===== config.mk =====
export PLATFORM = sky130hd
export DESIGN_NAME = smm_cell
export DESIGN_NICKNAME = d
export VERILOG_FILES = /design/src/rtl/smm_pkg.sv /design/src/rtl/smm_cell.sv
export SDC_FILE = /design/constraint.sdc
export NUM_CORES = 2
export LEC_CHECK = 0
export ABC_AREA = 1
export BUFFER_PORTS_ARGS = -buffer_cell sky130_fd_sc_hd__clkbuf_2
export CORE_UTILIZATION = 35
export DETAILED_ROUTE_END_ITERATION = 12
export GPL_TIMING_DRIVEN = 0
export PLACE_DENSITY = 0.51
export SLEW_MARGIN = 40
export SYNTH_ARGS = -nofsm -noshare
export SYNTH_HDL_FRONTEND = slang
export SYNTH_SLANG_ARGS = --single-unit

===== constraint.sdc =====
create_clock -name clk -period 9.6 [get_ports clk]
set_clock_uncertainty 0.15 [all_clocks]
set_input_delay 1.44 -clock clk [delete_from_list [all_inputs] [get_ports clk]]
set_output_delay 1.44 -clock clk [all_outputs]
set_load 0.05 [all_outputs]

===== src/rtl/smm_pkg.sv =====
// shared types, codes and helpers for the sparse matrix multiplier
package smm_pkg;

  localparam int DIM_W = 4;
  localparam int IDX_W = 3;
  localparam int VAL_W = 32;
  localparam int ACC_W = 64;

  localparam logic [1:0] OP_LOAD_A  = 2'd0;
  localparam logic [1:0] OP_LOAD_B  = 2'd1;
  localparam logic [1:0] OP_COMPUTE = 2'd2;

  localparam logic [1:0] REG_ROWS_OF_A  = 2'd0;
  localparam logic [1:0] REG_INNER_SIZE = 2'd1;
  localparam logic [1:0] REG_COLS_OF_B  = 2'd2;

  typedef struct packed {
    logic [1:0]       opcode;
    logic [IDX_W-1:0] entry_row;
    logic [IDX_W-1:0] entry_col;
    logic [VAL_W-1:0] entry_value;
  } cmd_t;

  typedef struct packed {
    logic [IDX_W-1:0] out_row;
    logic [IDX_W-1:0] out_col;
    logic [ACC_W-1:0] out_value;
    logic             found;
    logic             is_last;
  } result_t;

  // zero counts as one, anything above the array size as the array size
  function automatic logic [DIM_W-1:0] clamp_dim(input logic [DIM_W-1:0] v,
                                                 input logic [DIM_W-1:0] max_v);
    logic [DIM_W-1:0] r;
    if (v == '0) begin
      r = DIM_W'(1);
    end else if (v > max_v) begin
      r = max_v;
    end else begin
      r = v;
    end
    return r;
  endfunction

endpackage


===== src/rtl/smm_cell.sv =====
// one column cell: multiply, accumulate, and shift toward the output end
module smm_cell (
  input  logic                     clk,
  input  logic                     rst,
  input  logic                     mul_en,
  input  logic                     add_en,
  input  logic                     shift_en,
  input  logic [smm_pkg::VAL_W-1:0] a,
  input  logic [smm_pkg::VAL_W-1:0] b,
  input  logic [smm_pkg::ACC_W-1:0] shift_in,
  output logic [smm_pkg::ACC_W-1:0] acc
);

  logic [smm_pkg::ACC_W-1:0] prod;

  always_ff @(posedge clk) begin
    if (mul_en) begin
      prod <= smm_pkg::ACC_W'(a) * smm_pkg::ACC_W'(b);
    end
  end

  always_ff @(posedge clk) begin
    if (rst) begin
      acc <= '0;
    end else if (add_en) begin
      acc <= acc + prod;
    end else if (shift_en) begin
      acc <= shift_in;
    end
  end

endmodule


## Word-level counts from Yosys, hierarchy flattened

Index checks and enable logic that the tools add are counted.

- Input bits: 133
- Word-level logic and storage cells: 7
- Output and inout bits: 64
- Flip-flop bits (word level): 128

- $mul: 1
- Add/subtract/negate cells: 1
- Reductions and logical operators: 1
- Multiplexer cells: 2

Operators by type and width:

| cell | count |
|---|---|
| $mux 64 | 2 |
| $add 64x64->64 | 1 |
| $mul 32x32->64 | 1 |
| $reduce_bool 2->1 | 1 |

## Logic depth before layout (Yosys ltp)

- Word-level depth: 2
- Depth in mapped cells: 33
- Gate-level depth less buffers: 32

## Least setup slack after synthesis

No wires, ideal clock.

- Kind: input-to-reg
- Start point: input a[31] (netlist name)
- End point: register prod[62] (netlist name) (data pin)
- Buffers on the path: 1
- Data required time: 9.192 ns
- Stages on the path: 29
- Slack: 1.947 ns
- Arrival time: 7.245 ns
- Cell sequence: clkbuf_1 nand2_1 fa_1 inv_1 fa_1 fa_1 inv_1 fa_1 inv_1 fa_1 fa_1 fa_1 inv_1 fa_1 inv_1 ha_1 nand2_1 nor2_1 inv_1 nor2_1 inv_1 nor2_1 nand3_1 nand3_1 nand2_1 inv_1 nor2_1 nand2_1 nand2_1

- Cells in the longest elaborated chain, start to end: 1

Ends and longest elaborated chain:

| element | RTL line | source |
|---|---|---|
| start: declaration | smm_cell.sv:8 | `input logic [smm_pkg::VAL_W-1:0] a,` |
| $mul 32x32->64 | smm_cell.sv:18 | `prod <= smm_pkg::ACC_W'(a) * smm_pkg::ACC_W'(b);` |
| end signal: assignment | smm_cell.sv:18 |  |
| end: declaration | smm_cell.sv:14 | `logic [smm_pkg::ACC_W-1:0] prod;` |

Every way passes these cells.
A chain may end at the register's enable or synchronous reset.

## Worst setup path after layout

- Start point: input b[23] (netlist name)
- End point: register prod[60] (netlist name) (data pin)

- Cells in the longest elaborated chain, start to end: 1

Ends and longest elaborated chain:

| element | RTL line | source |
|---|---|---|
| start: declaration | smm_cell.sv:9 | `input logic [smm_pkg::VAL_W-1:0] b,` |
| $mul 32x32->64 | smm_cell.sv:18 |  |

Every way passes these cells.

==> run metrics <==
max_cap viols 0; num rows ~130; RSZ-0062 raised after global routing false; Vias 40400; first-pass GRT wire length 276000 um; placed instance area ~50000 um2; IO Count between 150 and 200; share of cells above drive strength 1 between 6 and 7%; Yosys cell types 43; Hold Startpoint acc[36]; DIE AREA around 130000 um2; IO Port Bufs between 150 and 200; crit start category primary input; clk sink count approximately 130; syn nets between 7000 and 8000; RR Startpoint prod[0]; antenna cells 0; core area between 100000 and 150000 um2; cells on worst reg2reg path 15; Wirelength per Cell 22.7 um; Slew headroom between 30 and 40%; crit path DAT around 9 ns; Initial DRT Pass Iterations 5; worst slew pin tran about 1 ns; die width between 300 and 400 um; Global Route Usage Sum 29.0%; Post-Syn Area per Cell around 7.1 um2; CTS H-tree depth 4; fmax roughly 110 MHz; worst path cell trace clkbuf_2 -> clkbuf_1 -> nand2_1 -> fa_1 -> inv_1 -> fa_1 -> fa_1 -> fa_1 -> fa_1 -> fa_1 -> fa_1 -> inv_1 -> fa_1 -> inv_1 -> ha_1 -> a21oi_1 -> o21ai_0 -> a21boi_0 -> o21bai_1 -> a21oi_1 -> nand2_1 -> xor2_1; vias in the first global route ~41000; CTS tree done; later-pin clock latency in the skew report between 0.4 and 0.5 ns; post-cts hold buffer count 0; sequential fraction of the synthesis area approximately 7%; initial antenna violation count 4; drt total wl around 190000 um; Starting DRT DRC Count approximately 3600; Reg clk slew, reported paths about 0.07 ns; status finished clean; antenna-violating nets left 0; YS warnings 0; CP Max Fanout 10; Post-CTS Setup Inserts 0; Worst EP required between 9 and 10 ns; most numerous cell on the critical path fa_1; post-layout min period ~9.0 ns; gr ovfl total 0; maximum number of pins on one net before global-route repair 65; Hold Vio Cnt, Final 0; Placer Congestion between 1 and 1.5; cell area after layout 49800 um2; hold crit path type flop to flop; Via density 4.81; total CTS buffers 17; area of the multi-input gates ~34000 um2; CTS Buffer Depth 2; Cells after DPL around 8400; WHS Path Cells 2; Initial Utilization 35.3%; crit-path max cell delay about 0.79 ns; CTS resizes 0; fin cells roughly 8400; CP Launch Point b[23]; Final Setup Violations 0; Post-Syn Instances ~6400; root buffer cell clkbuf_16; Hold Path Sink acc[36]; Crit. End Element flop; Final nets 8002; register area approximately 3200 um2; setup TNS 0 ns; r2r setup slk 6.43 ns; die height approximately 360 um; Yosys reg bits approximately 130; Slew Limit Fails 0; fill count 14000; final period utilization 93.7%; DRC 0; Crit Path Category primary input to flop; CP max stage cell clkbuf_1; R2R Path End acc[48]; Mapped Area 45900 um2; Area Overhead vs Synth 8.68%; DP HPWL between 150000 and 200000 um
-- worst max-delay path by stage --
stage	to	slack, ns	depth (start not counted)
final	prod[60]	0.60	22
after detailed placement	prod[59]	0.14	22
after floorplan	prod[62]	1.95	29
after global placement	prod[59]	-0.05	25
after global routing	prod[60]	0.40	24
after CTS	prod[59]	0.65	23
-- logic make-up after synthesis --
family | Yosys count | synth area share (%)
AOI/OAI and AO/OA | 321 | 3.82
buffers and inverters | 2204 | 18.0
adders and majority gates | 1223 | 48.1
and+or+nand+nor | 2470 | 21.5
DFF | 128 | 6.98
xor gates and xnor gates | 83 | 1.59
-- critical path, delay by kind of cell --
family	cells	cell delay [ns]
and+or+nand+nor	2	0.30
AOI/OAI and AO/OA	5	1.34
buffers and inverters	5	1.32
xor gates and xnor gates	1	0.18
adders and majority gates	9	4.45
-- per-stage QoR --
stage	worst slack, ns	hold slack (ns)	util, %
after floorplan	1.95	0.474	-
final	0.601	0.339	38.4
after global placement	-0.0539	0.325	37.8
after global routing	0.399	0.366	38.4
after detailed placement	0.139	0.336	37.9
after CTS	0.648	0.345	38.4
-- flip-flops by register name, indices dropped and copies added, names as in the netlist --
register and count:
acc 64, prod 64
-- layer usage --
metal | share of wire [%] | GRT usage (%)
met5 | 0.0058 | 0
met4 | 4.3 | 10.4
met3 | 7.2 | 3.71
met2 | 46 | 47.9
met1 | 42 | 38.9
-- cells in the mapped netlist --
cell          n  share of area [%]
nor3_4        2              0.071
a21oi_2       4              0.076
o21bai_1     16               0.26
o21ai_0      80               0.87
o221ai_1      3              0.057
a211oi_1      1              0.016
a21oi_1     181                2.0
ha_1        326                8.9
nor2_1      224                1.8
edfxtp_1     64                4.2
o21a_1        2              0.033
nand2_4       3              0.074
fa_1        897                 39
a21boi_0      5              0.082
inv_1      1961                 16
clkinv_1      3              0.025
nand2_1    1989                 16
xnor2_1      16               0.31
nor3_1       17               0.19
nor4_1        2              0.027
nand4_1      17               0.23
nor2_4        4              0.098
buf_1         7              0.057
nor4_2        1              0.027
or2_2         2              0.027
dfxtp_1      64                2.8
o21ai_1       2              0.022
o2111ai_1     1              0.019
and3_1        1              0.014
a21o_1       13               0.21
nand3b_1      1              0.016
and2_1        3              0.041
clkbuf_1    217                1.8
a31oi_1      10               0.14
xor2_1       67                1.3
nor2_2       24               0.33
o211ai_1      2              0.033
nand3_1     138                1.5
inv_2        16               0.13
nor3_2       10               0.22
a21boi_2      1              0.025
nand2_2      20               0.27
nand3_2      12               0.26
-- layout by cell type, fill, tap and decap left out, types with 4 or more instances in the layout --
| cell | instances |
|---|---|
| a21o_1 | 13 |
| nor2_2 | 25 |
| nand2_2 | 20 |
| xnor2_1 | 16 |
| dfxtp_1 | 64 |
| inv_6 | 6 |
| a21oi_1 | 181 |
| buf_1 | 7 |
| nor2_4 | 4 |
| xor2_1 | 67 |
| nor2_1 | 223 |
| inv_2 | 16 |
| nor3_2 | 10 |
| o21ai_0 | 80 |
| edfxtp_1 | 64 |
| nand2_1 | 1989 |
| nand4_1 | 17 |
| o21bai_1 | 16 |
| nand3_1 | 138 |
| ha_1 | 326 |
| a21oi_2 | 4 |
| clkbuf_2 | 320 |
| clkbuf_16 | 17 |
| inv_1 | 1961 |
| clkbuf_1 | 90 |
| a31oi_1 | 10 |
| nand3_2 | 12 |
| fa_1 | 897 |
| a21boi_0 | 5 |
| nor3_1 | 17 |
-- layout make-up --
| type | count | share of cell area (%) |
|---|---|---|
| buffer | 224 | 2.01 |
| clock buffer | 18 | 0.881 |
| clock inverter | 14 | 0.336 |
| inverter | 1980 | 14.9 |
| multi-input combinational | 4097 | 69.0 |
| sequential | 128 | 6.43 |
| tap | 1742 | 4.37 |
| timing repair buffer | 198 | 2.07 |
Power is left out: the tool's default activity adds up to more than one toggle a clock period on the data nets, which glitch-free logic cannot reach.
